`src/hdl/glu_pkg.sv`:
```
`default_nettype none
// ----------------------------------------------------------------------------
// glu_pkg: shared types, codes and microprogram for the gcd/lcm unit
// Holds the control word layout, datapath op codes, jump conditions,
// step addresses and the read-only microprogram table.
// ----------------------------------------------------------------------------
package glu_pkg;

    localparam int unsigned OperandW = 32;
    localparam int unsigned LcmW     = 2 * OperandW;
    localparam int unsigned ShiftW   = $clog2(OperandW);

    typedef logic [3:0] upc_t;
    typedef logic [3:0] uop_t;
    typedef logic [3:0] ucond_t;

    // Datapath operations
    localparam uop_t OP_NOP        = 4'd0;
    localparam uop_t OP_LOAD       = 4'd1;
    localparam uop_t OP_HALVE_BOTH = 4'd2;
    localparam uop_t OP_HALVE_X    = 4'd3;
    localparam uop_t OP_GCD_STEP   = 4'd4;
    localparam uop_t OP_SCALE      = 4'd5;
    localparam uop_t OP_DIV_INIT   = 4'd6;
    localparam uop_t OP_DIV_STEP   = 4'd7;
    localparam uop_t OP_MUL        = 4'd8;
    localparam uop_t OP_FINISH     = 4'd9;

    // Jump conditions, evaluated on the state before the step executes
    localparam ucond_t C_NEXT      = 4'd0;
    localparam ucond_t C_ALWAYS    = 4'd1;
    localparam ucond_t C_NO_INPUT  = 4'd2;
    localparam ucond_t C_INVALID   = 4'd3;
    localparam ucond_t C_BOTH_EVEN = 4'd4;
    localparam ucond_t C_X_EVEN    = 4'd5;
    localparam ucond_t C_Y_NZ      = 4'd6;
    localparam ucond_t C_CNT_NZ    = 4'd7;
    localparam ucond_t C_OUT_BUSY  = 4'd8;

    // Step addresses
    localparam upc_t A_IDLE     = 4'd0;
    localparam upc_t A_CHECK    = 4'd1;
    localparam upc_t A_TZ_BOTH  = 4'd2;
    localparam upc_t A_TZ_X     = 4'd3;
    localparam upc_t A_GCD      = 4'd4;
    localparam upc_t A_SCALE    = 4'd5;
    localparam upc_t A_DIV_INIT = 4'd6;
    localparam upc_t A_DIV      = 4'd7;
    localparam upc_t A_MUL      = 4'd8;
    localparam upc_t A_FINISH   = 4'd9;
    localparam upc_t A_RETURN   = 4'd10;

    typedef struct packed {
        uop_t   op;
        ucond_t cond;
        upc_t   target;
    } uword_t;

    typedef struct packed {
        logic in_valid;
        logic out_free;
        logic invalid;
        logic both_even;
        logic x_even;
        logic y_nz;
        logic cnt_nz;
    } ustat_t;

    function automatic uword_t urom(input upc_t addr);
        uword_t w;
        begin
            unique case (addr)
                A_IDLE:     w = '{OP_LOAD,        C_NO_INPUT,  A_IDLE};
                A_CHECK:    w = '{OP_NOP,         C_INVALID,   A_FINISH};
                A_TZ_BOTH:  w = '{OP_HALVE_BOTH,  C_BOTH_EVEN, A_TZ_BOTH};
                A_TZ_X:     w = '{OP_HALVE_X,     C_X_EVEN,    A_TZ_X};
                A_GCD:      w = '{OP_GCD_STEP,    C_Y_NZ,      A_GCD};
                A_SCALE:    w = '{OP_SCALE,       C_NEXT,      A_IDLE};
                A_DIV_INIT: w = '{OP_DIV_INIT,    C_NEXT,      A_IDLE};
                A_DIV:      w = '{OP_DIV_STEP,    C_CNT_NZ,    A_DIV};
                A_MUL:      w = '{OP_MUL,         C_NEXT,      A_IDLE};
                A_FINISH:   w = '{OP_FINISH,      C_OUT_BUSY,  A_FINISH};
                A_RETURN:   w = '{OP_NOP,         C_ALWAYS,    A_IDLE};
                default:    w = '{OP_NOP,         C_ALWAYS,    A_IDLE};
            endcase
            return w;
        end
    endfunction

endpackage
`default_nettype wire

```
`src/hdl/gcd_lcm_unit_core.sv`:
```
`default_nettype none
// ----------------------------------------------------------------------------
// gcd_lcm_unit_core: greatest common divisor and least common multiple
// Top level: sequencer, datapath and output register.
// ----------------------------------------------------------------------------
// Usage:
//   Input stream s_axis carries two unsigned 32-bit operands per item.
//   Output stream m_axis carries the gcd, the 64-bit lcm and, on tuser,
//   a flag set when either operand was zero (gcd and lcm are then zero).
//   One item is worked on at a time; s_axis_tready is high only while the
//   sequencer sits at its idle step.
//   A zero operand goes from the check step straight to the finish step.
//   Otherwise the item passes the trailing-zero steps, which strip the
//   zeros shared by both operands and then the extra zeros of the larger
//   operand, the binary gcd steps, the scale step, the serial divider that
//   forms larger/gcd and the multiply step, and then reaches the finish step.
//   After a result is loaded, the sequencer passes its return step and goes
//   back to idle, where it takes the next item.
//   The finished item sits in the output register; the next item can be
//   accepted while it waits. If the receiver stalls, the sequencer holds at
//   its finish step until the register frees up.
//   Reset clears the sequencer to idle and empties the output register.
// ----------------------------------------------------------------------------
module gcd_lcm_unit_core
    import glu_pkg::*;
(
    input  wire logic         clk,
    input  wire logic         rst_n,
    input  wire logic         s_axis_tvalid,
    output logic              s_axis_tready,
    input  wire logic [63:0]  s_axis_tdata,   // operand_a[31:0], operand_b[63:32]
    output logic              m_axis_tvalid,
    input  wire logic         m_axis_tready,
    output logic [95:0]       m_axis_tdata,   // gcd_value[31:0], lcm_value[95:32]
    output logic              m_axis_tuser    // invalid_operand[0]
);

    uword_t              uword;
    ustat_t              stat;
    logic                idle;
    logic                out_free;
    logic                invalid;
    logic                both_even;
    logic                x_even;
    logic                y_nz;
    logic                cnt_nz;
    logic [OperandW-1:0] gcd_value;
    logic [LcmW-1:0]     lcm_value;

    logic                out_valid_reg, out_valid_next;
    logic [OperandW-1:0] gcd_out_reg;
    logic [LcmW-1:0]     lcm_out_reg;
    logic                inv_out_reg;
    logic                out_load;

    assign out_free = !out_valid_reg || m_axis_tready;
    assign out_load = (uword.op == OP_FINISH) && out_free;

    assign stat = '{
        in_valid:  s_axis_tvalid,
        out_free:  out_free,
        invalid:   invalid,
        both_even: both_even,
        x_even:    x_even,
        y_nz:      y_nz,
        cnt_nz:    cnt_nz
    };

    glu_seq u_seq (
        .clk   (clk),
        .rst_n (rst_n),
        .stat  (stat),
        .uword (uword),
        .idle  (idle)
    );

    glu_datapath u_datapath (
        .clk       (clk),
        .rst_n     (rst_n),
        .op        (uword.op),
        .take      (s_axis_tvalid),
        .operand_a (s_axis_tdata[31:0]),
        .operand_b (s_axis_tdata[63:32]),
        .invalid   (invalid),
        .both_even (both_even),
        .x_even    (x_even),
        .y_nz      (y_nz),
        .cnt_nz    (cnt_nz),
        .gcd_value (gcd_value),
        .lcm_value (lcm_value)
    );

    assign s_axis_tready = idle;
    assign m_axis_tvalid = out_valid_reg;
    assign m_axis_tdata  = {lcm_out_reg, gcd_out_reg};
    assign m_axis_tuser  = inv_out_reg;

    always_comb
    begin
        out_valid_next = out_valid_reg;
        if (out_load)
        begin
            out_valid_next = 1'b1;
        end
        else if (m_axis_tready)
        begin
            out_valid_next = 1'b0;
        end
    end

    always_ff @(posedge clk or negedge rst_n)
    begin
        if (!rst_n)
        begin
            out_valid_reg <= 1'b0;
        end
        else
        begin
            out_valid_reg <= out_valid_next;
        end
    end

    always_ff @(posedge clk)
    begin
        if (out_load)
        begin
            gcd_out_reg <= gcd_value;
            lcm_out_reg <= lcm_value;
            inv_out_reg <= invalid;
        end
    end

`ifndef SYNTHESIS
    a_one_at_a_time: assert property (@(posedge clk) disable iff (!rst_n)
        (s_axis_tvalid && s_axis_tready) |=> !s_axis_tready)
        else $error("second item accepted while one is in progress");

    a_invalid_zeros: assert property (@(posedge clk) disable iff (!rst_n)
        (m_axis_tvalid && m_axis_tuser) |-> (m_axis_tdata == '0))
        else $error("invalid item carries nonzero results");

    a_valid_gcd_nz: assert property (@(posedge clk) disable iff (!rst_n)
        (m_axis_tvalid && !m_axis_tuser) |-> (m_axis_tdata[31:0] != '0))
        else $error("valid item with zero gcd");
`endif

endmodule
`default_nettype wire

```
`src/hdl/glu_seq.sv`:
```
`default_nettype none
// ----------------------------------------------------------------------------
// glu_seq: microcode sequencer
// Step counter, microprogram table lookup and conditional jump logic.
// ----------------------------------------------------------------------------
module glu_seq
    import glu_pkg::*;
(
    input  wire logic   clk,
    input  wire logic   rst_n,
    input  wire ustat_t stat,
    output uword_t      uword,
    output logic        idle
);

    upc_t pc_reg;
    upc_t pc_next;
    logic jump;

    assign uword = urom(pc_reg);
    assign idle  = (pc_reg == A_IDLE);

    always_comb
    begin
        unique case (uword.cond)
            C_NEXT:      jump = 1'b0;
            C_ALWAYS:    jump = 1'b1;
            C_NO_INPUT:  jump = !stat.in_valid;
            C_INVALID:   jump = stat.invalid;
            C_BOTH_EVEN: jump = stat.both_even;
            C_X_EVEN:    jump = stat.x_even;
            C_Y_NZ:      jump = stat.y_nz;
            C_CNT_NZ:    jump = stat.cnt_nz;
            C_OUT_BUSY:  jump = !stat.out_free;
            default:     jump = 1'b1;
        endcase
        pc_next = jump ? uword.target : upc_t'(pc_reg + 1'b1);
    end

    always_ff @(posedge clk or negedge rst_n)
    begin
        if (!rst_n)
        begin
            pc_reg <= A_IDLE;
        end
        else
        begin
            pc_reg <= pc_next;
        end
    end

endmodule
`default_nettype wire

```
`src/hdl/glu_datapath.sv`:
```
`default_nettype none
// ----------------------------------------------------------------------------
// glu_datapath: operand registers, binary gcd, serial divider, multiplier
// Executes one op per cycle as selected by the sequencer's control word.
// ----------------------------------------------------------------------------
module glu_datapath
    import glu_pkg::*;
(
    input  wire logic                clk,
    input  wire logic                rst_n,
    input  wire uop_t                op,
    input  wire logic                take,
    input  wire logic [OperandW-1:0] operand_a,
    input  wire logic [OperandW-1:0] operand_b,
    output logic                     invalid,
    output logic                     both_even,
    output logic                     x_even,
    output logic                     y_nz,
    output logic                     cnt_nz,
    output logic [OperandW-1:0]      gcd_value,
    output logic [LcmW-1:0]          lcm_value
);

    logic [OperandW-1:0] x_reg, x_next;
    logic [OperandW-1:0] y_reg, y_next;
    logic [OperandW-1:0] big_reg, big_next;
    logic [OperandW-1:0] small_reg, small_next;
    logic [OperandW-1:0] q_reg, q_next;
    logic [OperandW-1:0] r_reg, r_next;
    logic [ShiftW-1:0]   k_reg, k_next;
    logic [ShiftW-1:0]   cnt_reg, cnt_next;
    logic [LcmW-1:0]     lcm_reg, lcm_next;
    logic                inv_reg, inv_next;

    logic                a_ge_b;
    logic [OperandW:0]   rem_shift;
    logic [OperandW:0]   rem_diff;
    logic                rem_ge;
    logic [LcmW-1:0]     product;

    assign a_ge_b    = (operand_a >= operand_b);
    assign rem_shift = {r_reg, q_reg[OperandW-1]};
    assign rem_diff  = rem_shift - {1'b0, x_reg};
    assign rem_ge    = (rem_shift >= {1'b0, x_reg});
    assign product   = LcmW'(q_reg) * LcmW'(small_reg);

    assign invalid   = inv_reg;
    assign both_even = !x_reg[0] && !y_reg[0];
    assign x_even    = !x_reg[0];
    assign y_nz      = |y_reg;
    assign cnt_nz    = |cnt_reg;
    assign gcd_value = inv_reg ? '0 : x_reg;
    assign lcm_value = inv_reg ? '0 : lcm_reg;

    always_comb
    begin
        x_next     = x_reg;
        y_next     = y_reg;
        big_next   = big_reg;
        small_next = small_reg;
        q_next     = q_reg;
        r_next     = r_reg;
        k_next     = k_reg;
        cnt_next   = cnt_reg;
        lcm_next   = lcm_reg;
        inv_next   = inv_reg;
        unique case (op)
            OP_LOAD:
            begin
                if (take)
                begin
                    big_next   = a_ge_b ? operand_a : operand_b;
                    small_next = a_ge_b ? operand_b : operand_a;
                    x_next     = a_ge_b ? operand_a : operand_b;
                    y_next     = a_ge_b ? operand_b : operand_a;
                    k_next     = '0;
                    inv_next   = (operand_a == '0) || (operand_b == '0);
                end
            end
            OP_HALVE_BOTH:
            begin
                // strip common factors of two, count them in k
                if (!x_reg[0] && !y_reg[0])
                begin
                    x_next = x_reg >> 1;
                    y_next = y_reg >> 1;
                    k_next = ShiftW'(k_reg + 1'b1);
                end
            end
            OP_HALVE_X:
            begin
                if (!x_reg[0])
                begin
                    x_next = x_reg >> 1;
                end
            end
            OP_GCD_STEP:
            begin
                // x stays odd; y shrinks until zero
                if (!y_reg[0])
                begin
                    y_next = y_reg >> 1;
                end
                else if (x_reg > y_reg)
                begin
                    x_next = y_reg;
                    y_next = x_reg - y_reg;
                end
                else
                begin
                    y_next = y_reg - x_reg;
                end
            end
            OP_SCALE:
            begin
                x_next = x_reg << k_reg;
            end
            OP_DIV_INIT:
            begin
                q_next   = big_reg;
                r_next   = '0;
                cnt_next = ShiftW'(OperandW - 1);
            end
            OP_DIV_STEP:
            begin
                // restoring division, one quotient bit per step
                r_next   = rem_ge ? rem_diff[OperandW-1:0] : rem_shift[OperandW-1:0];
                q_next   = {q_reg[OperandW-2:0], rem_ge};
                cnt_next = ShiftW'(cnt_reg - 1'b1);
            end
            OP_MUL:
            begin
                lcm_next = product;
            end
            default:
            begin
            end
        endcase
    end

    always_ff @(posedge clk or negedge rst_n)
    begin
        if (!rst_n)
        begin
            inv_reg <= 1'b0;
            cnt_reg <= '0;
            k_reg   <= '0;
        end
        else
        begin
            inv_reg <= inv_next;
            cnt_reg <= cnt_next;
            k_reg   <= k_next;
        end
    end

    always_ff @(posedge clk)
    begin
        x_reg     <= x_next;
        y_reg     <= y_next;
        big_reg   <= big_next;
        small_reg <= small_next;
        q_reg     <= q_next;
        r_reg     <= r_next;
        lcm_reg   <= lcm_next;
    end

`ifndef SYNTHESIS
    a_gcd_x_odd: assert property (@(posedge clk) disable iff (!rst_n)
        (op == OP_GCD_STEP) |-> x_reg[0])
        else $error("gcd step entered with even x");

    a_div_rem_bound: assert property (@(posedge clk) disable iff (!rst_n)
        (op == OP_DIV_STEP) |-> (r_reg < x_reg))
        else $error("divider remainder not below divisor");
`endif

endmodule
`default_nettype wire

```
`config.mk`:
```
export PLATFORM = sky130hd
export DESIGN_NAME = gcd_lcm_unit_core
export DESIGN_NICKNAME = d
export VERILOG_FILES = /design/src/hdl/glu_pkg.sv /design/src/hdl/gcd_lcm_unit_core.sv /design/src/hdl/glu_seq.sv /design/src/hdl/glu_datapath.sv
export SDC_FILE = /design/constraint.sdc
export NUM_CORES = 2
export LEC_CHECK = 0
export CAP_MARGIN = 40
export CORE_ASPECT_RATIO = 0.75
export CORE_UTILIZATION = 43
export DETAILED_ROUTE_END_ITERATION = 6
export DONT_BUFFER_PORTS = 1
export GPL_TIMING_DRIVEN = 0
export PLACE_DENSITY = 0.66
export RECOVER_POWER = 50
export SYNTH_ARGS = -nofsm -noshare
export SYNTH_HDL_FRONTEND = slang
export SYNTH_HIERARCHICAL = 1
export SYNTH_SLANG_ARGS = --single-unit
```
`constraint.sdc`:
```
create_clock -name clk -period 9.9 [get_ports clk]
set_clock_uncertainty 0.1 [all_clocks]
set_input_delay 0.495 -clock clk [delete_from_list [all_inputs] [get_ports clk]]
set_output_delay 0.495 -clock clk [all_outputs]
set_load 0.01 [all_outputs]
```
---- Word-level counts from Yosys, hierarchy flattened ----
Memories as Yosys holds them, arrays and structs flattened.
Index checks and enable logic that the tools add are counted.
operators by class
  order comparisons ....................... 3
  shift operators ......................... 1
  $mul .................................... 1
  equality and inequality tests ........... 21
  mux-type cells .......................... 24
  add/subtract/negate cells ............... 6
  reductions and logical operators ........ 25
operators by type and width
  kind                 number
  $mux 32              12
  $pmux 32 s5          1
  $pmux 32 s2          2
  $pmux 32 s3          1
  $sub 32x32->32       3
  $logic_not 32->1     2
  $mul 32x32->64       1
  $ge 33x32->1         1
  $eq 4x3->1 const B   8
  $ge 32x32->1         1
  $gt 32x32->1         1
  $reduce_or 32->1     1
  $shl 32x5->32        1
  $pmux 5 s2           2
  $eq 4x2->1 const B   4
  $eq 4x4->1 const B   3
  $mux 5               2
  $logic_not 4->1      2
  $pmux 1 s8           1
  $ne 2x2->1 const B   3
  $reduce_and 3->1     2
  $reduce_and 6->1     1
  $reduce_bool 2->1    3
  $add 5x1->5 const B  1
  other kinds (14)     22
storage, ports and cells
  input bits .............................. 68
  output and inout port bits .............. 99
  bits in registers ....................... 369
  memories kept ........................... 1
  word-level logic and storage cells ...... 98
  bits in read-only memories .............. 192
memory list
  name              depth  bits a word  rd ports  clocked after Yosys merged registers in  wr ports  line           RTL
  (name not given)  16     12           1         0                                        0         glu_pkg.sv:72  unique case (addr)

---- Depth between registers and ports, before layout ----
  depth in word-level cells ............... 5
  depth in mapped cells ................... 29
  gate-level depth less buffers ........... 27

---- Cells and area by module ----
The synthesis kept the hierarchy.
by module, submodules not included
  module             times used  area each (sq um)  cells an instance  seq. area each (sq um)
  glu_datapath       1           52,237.6           5,590              7,962.6
  gcd_lcm_unit_core  1           2,972.9            102                2,937.8
  glu_seq            1           503.0              60                 100.1

---- Worst setup path after synthesis ----
No wires, ideal clock.
  path kind ............................... register to register
  start ................................... register u_seq.pc_reg[1]
  end ..................................... register u_datapath.lcm_reg[0] (enable)
  cell stages (with the launch flop) ...... 10
  setup time .............................. 0.667 ns
  slack ................................... 0.978 ns
  data required time ...................... 9.133 ns
  path buffers ............................ 3
  data arrival time ....................... 8.155 ns
  period minus slack after synthesis ...... 8.922 ns
  path through ............................ dfrtp_1 -> buf_4 -> inv_2 -> ha_1 -> o21ai_0 -> nor2_1 -> a21oi_1 -> clkbuf_1 -> clkbuf_1 -> nor4b_1
RTL lines
  item                    line                 RTL
  from (decl)             glu_seq.sv:16        upc_t pc_reg;
  from (signal assigned)  glu_seq.sv:48        pc_reg <= pc_next;
  to (signal assigned)    glu_datapath.sv:165  lcm_reg <= lcm_next;
  to (decl)               glu_datapath.sv:32   logic [LcmW-1:0] lcm_reg, lcm_next;

---- Worst setup path after layout ----
  start ................................... register u_datapath.small_reg[21]
  end ..................................... register u_datapath.lcm_reg[62], data pin
between the ends
  word-level cells in the longest chain between the ends .. 1
RTL lines
  item                        line                 RTL
  from (decl)                 glu_datapath.sv:27   logic [OperandW-1:0] small_reg, small_next;
  from (signal assigned)      glu_datapath.sv:162  small_reg <= small_next;
  $mul 32x32->64              glu_datapath.sv:45   assign product = LcmW'(q_reg) * LcmW'(small_reg);
  net u_datapath.product[62]  glu_datapath.sv:39   logic [LcmW-1:0] product;
The timed path passes the listed nets, and every way through them passes these cells.
A chain may end at the register's enable or synchronous reset.

==> flow_metrics.py <==
metrics = {
    "final_layout": {
        "drive_above_1_share": 0.0455,
        "area_growth_pct": 8.72,
        "nFillCells": 12200,
        "nNetsFinal": 7263,
    },
    "sta": {
        "hold_viol": 0,
        "post-route-period-util": 0.992,
        "hold_ws_ns": 0.0357,
        "relSlewSlack": -0.510,
        "setup_viol": 0,
        "max_freq_ghz": 0.102,
        "worst_pin_slew_ns": 2.26,
        "fin_crit_ns": 9.82,
        "finalMaxSlewViolations": 135,
    },
    "worst_setup_path": {
        "crit_fanout": 10,
        "critical_path_required_ns": 10.22,
        "crit_path_end_kind": "flip-flop",
        "r2r-end": "u_datapath/lcm_reg[62]$_DFFE_PN_",
        "reg2regPathDepth": 24,
        "cp-start-kind": "flip-flop",
        "worst_ep_arrival_time_ns": 10.14,
        "r2r_start": "u_datapath/small_reg[21]$_DFFE_PP_",
        "critPathKind": "reg -> reg",
        "r2r_slack_ns": 0.08,
    },
    "grt": {
        "grtUsageMet1": 0.472,
        "first_global_vias": 44100,
        "grt_use_total": 0.327,
        "grt_use_met2": 0.437,
        "grt_first_pass_wirelength_um": 308000,
        "grt_overflow": 0,
        "grtUsageMet3": 0.150,
        "gr-max-usage-layer": "met1",
        "grt_max_degree": 41,
        "antenna_found_initial": 29,
    },
    "detailed_routing": {
        "via_per_inst": 5.81,
        "initialDrtViolationCount": 5778,
        "drc": 1,
        "via_count": 44600,
        "wl_per_cell_um": 27.9,
        "dr.pass1.iters": 7,
        "antenna_left": 0,
        "routed_wl_um": 214000,
    },
    "floorplan": {
        "die_h_um": 314,
        "fp.coreArea_um2": 128000,
        "die_x_um": 418,
        "ioPinCount": 167,
        "start_util": 0.437,
        "rows": 113,
        "die-area_um2": 131000,
    },
    "placed_design": {
        "gp_congestion": 1.10,
        "dp_hpwl_um": 180000,
        "port_buffers": 0,
    },
    "clock_network": {
        "cts_tree": "yes",
        "cts-root-buf": "clkbuf_16",
        "cts_inserted_buffers": 43,
        "h-tree-depth": 2,
        "clkSinkCount": 369,
        "path_clk_slew_ns": 0.06,
        "insertion_delay_ns": 0.67,
        "clock_path_buffers": 3,
    },
    "yosys": {
        "synthesis.nets": 7111,
        "syn_area_per_cell_um2": 9.69,
        "yosysWarnings": 6,
        "syn_inst": 5747,
        "synth.cell_area_um2": 55700,
    },
    "status": {
        "status": "finished, violations left",
        "violations": "design-rule violations, max-capacitance violations, max-slew violations",
    },
    "hold_path": {
        "min_delay_path_depth": 1,
        "hold_end": "u_datapath/big_reg[22]$_DFFE_PP_",
        "hold_start": "s_axis_tdata[22]",
        "hp-class": "in -> reg",
    },
    "flow_run": {
        "drv_cap": 5,
    },
}
[cell type report]
| class | count | area, µm² | area share |
|---|---|---|---|
| antenna | 18 | 45.0 | 0.000744 |
| buffer | 333 | 1310 | 0.0217 |
| clock buffer | 56 | 1130 | 0.0187 |
| clock inverter | 23 | 332 | 0.00548 |
| inverter | 1008 | 3780 | 0.0625 |
| multi-input combinational | 4037 | 39600 | 0.654 |
| sequential | 369 | 11000 | 0.182 |
| tap | 1725 | 2160 | 0.0356 |
| timing repair buffer | 107 | 1180 | 0.0195 |
[cell usage in the layout (no fill, tap or decap), types with 30 or more instances in the layout]
| cell type | n |
|---|---|
| inv_1 | 1004 |
| fa_1 | 899 |
| nand2_1 | 635 |
| and2_1 | 617 |
| ha_1 | 397 |
| edfxtp_1 | 353 |
| clkbuf_1 | 310 |
| a21oi_1 | 221 |
| nor2_1 | 181 |
| a21o_1 | 95 |
| nor2b_1 | 87 |
| xnor2_1 | 85 |
| o21ai_0 | 65 |
| o21ai_1 | 64 |
| mux2_1 | 57 |
| mux2i_1 | 52 |
| buf_6 | 51 |
| clkbuf_16 | 43 |
| nand4_1 | 41 |
| nor3_1 | 39 |
| xor2_1 | 33 |
| a22oi_1 | 31 |
| nor4_1 | 30 |
[timing repair]
action,CTS,global route
gates resized for setup,0,20
setup buffers,0,5
hold buffers,2,0
endpoints found under the setup margin,0,11
hold endpoints to repair,17,0
[layer usage]
layer  vias to the layer above  routed length (µm)
met5                         -                 221
met4                        22                6530
met3                       411               35200
met2                      3035               82200
met1                     22500               90000
li1                      18600                   -
[worst max-delay path, stage by stage (launching register included)]
cell and delay, ns:
edfxtp_1 0.74, clkbuf_1 0.75, and2_1 0.27, fa_1 0.43
inv_1 0.08, fa_1 0.42, inv_1 0.11, fa_1 0.46
fa_1 0.62, fa_1 0.46, fa_1 0.44, fa_1 0.55
fa_1 0.46, ha_1 0.46, a21oi_1 0.59, o21ai_0 0.25
a221oi_1 0.48, o21ai_1 0.14, a22oi_1 0.45, a31o_2 0.30
o21bai_1 0.21, a211oi_1 0.42, nand2_1 0.10, o311a_1 0.13
xor2_1 0.14
[through the flow]
stage                     instances  setup TNS [ns]  setup WS (ns)  instance area (µm²)  utilization
after floorplan                5747               0           1.01                55700            -
final                          7676               0         0.0820                60500        0.475
after detailed placement       7569               0         0.0768                59100        0.463
after global placement         7472         -261.26          -3.72                57800        0.454
after CTS                      7650               0          0.114                60500        0.475
after global routing           7665        -0.00543       -0.00543                60500        0.475
[how the worst max path moves through the flow]
stage / startpoint / end / cells past startpoint
after floorplan: u_seq/pc_reg[1]$_DFF_PN0_ / u_datapath/lcm_reg[0]$_DFFE_PN_ / 9
after global placement: u_seq/pc_reg[1]$_DFF_PN0_ / u_datapath/lcm_reg[18]$_DFFE_PN_ / 9
after detailed placement: u_datapath/q_reg[11]$_DFFE_PP_ / u_datapath/lcm_reg[62]$_DFFE_PN_ / 26
after CTS: u_datapath/q_reg[11]$_DFFE_PP_ / u_datapath/lcm_reg[62]$_DFFE_PN_ / 26
after global routing: u_datapath/small_reg[3]$_DFFE_PP_ / u_datapath/lcm_reg[62]$_DFFE_PN_ / 24
final: u_datapath/small_reg[21]$_DFFE_PP_ / u_datapath/lcm_reg[62]$_DFFE_PN_ / 24
Power is not shown: default switching activity piles up to over one toggle a cycle in this logic, so the estimate is an artifact.
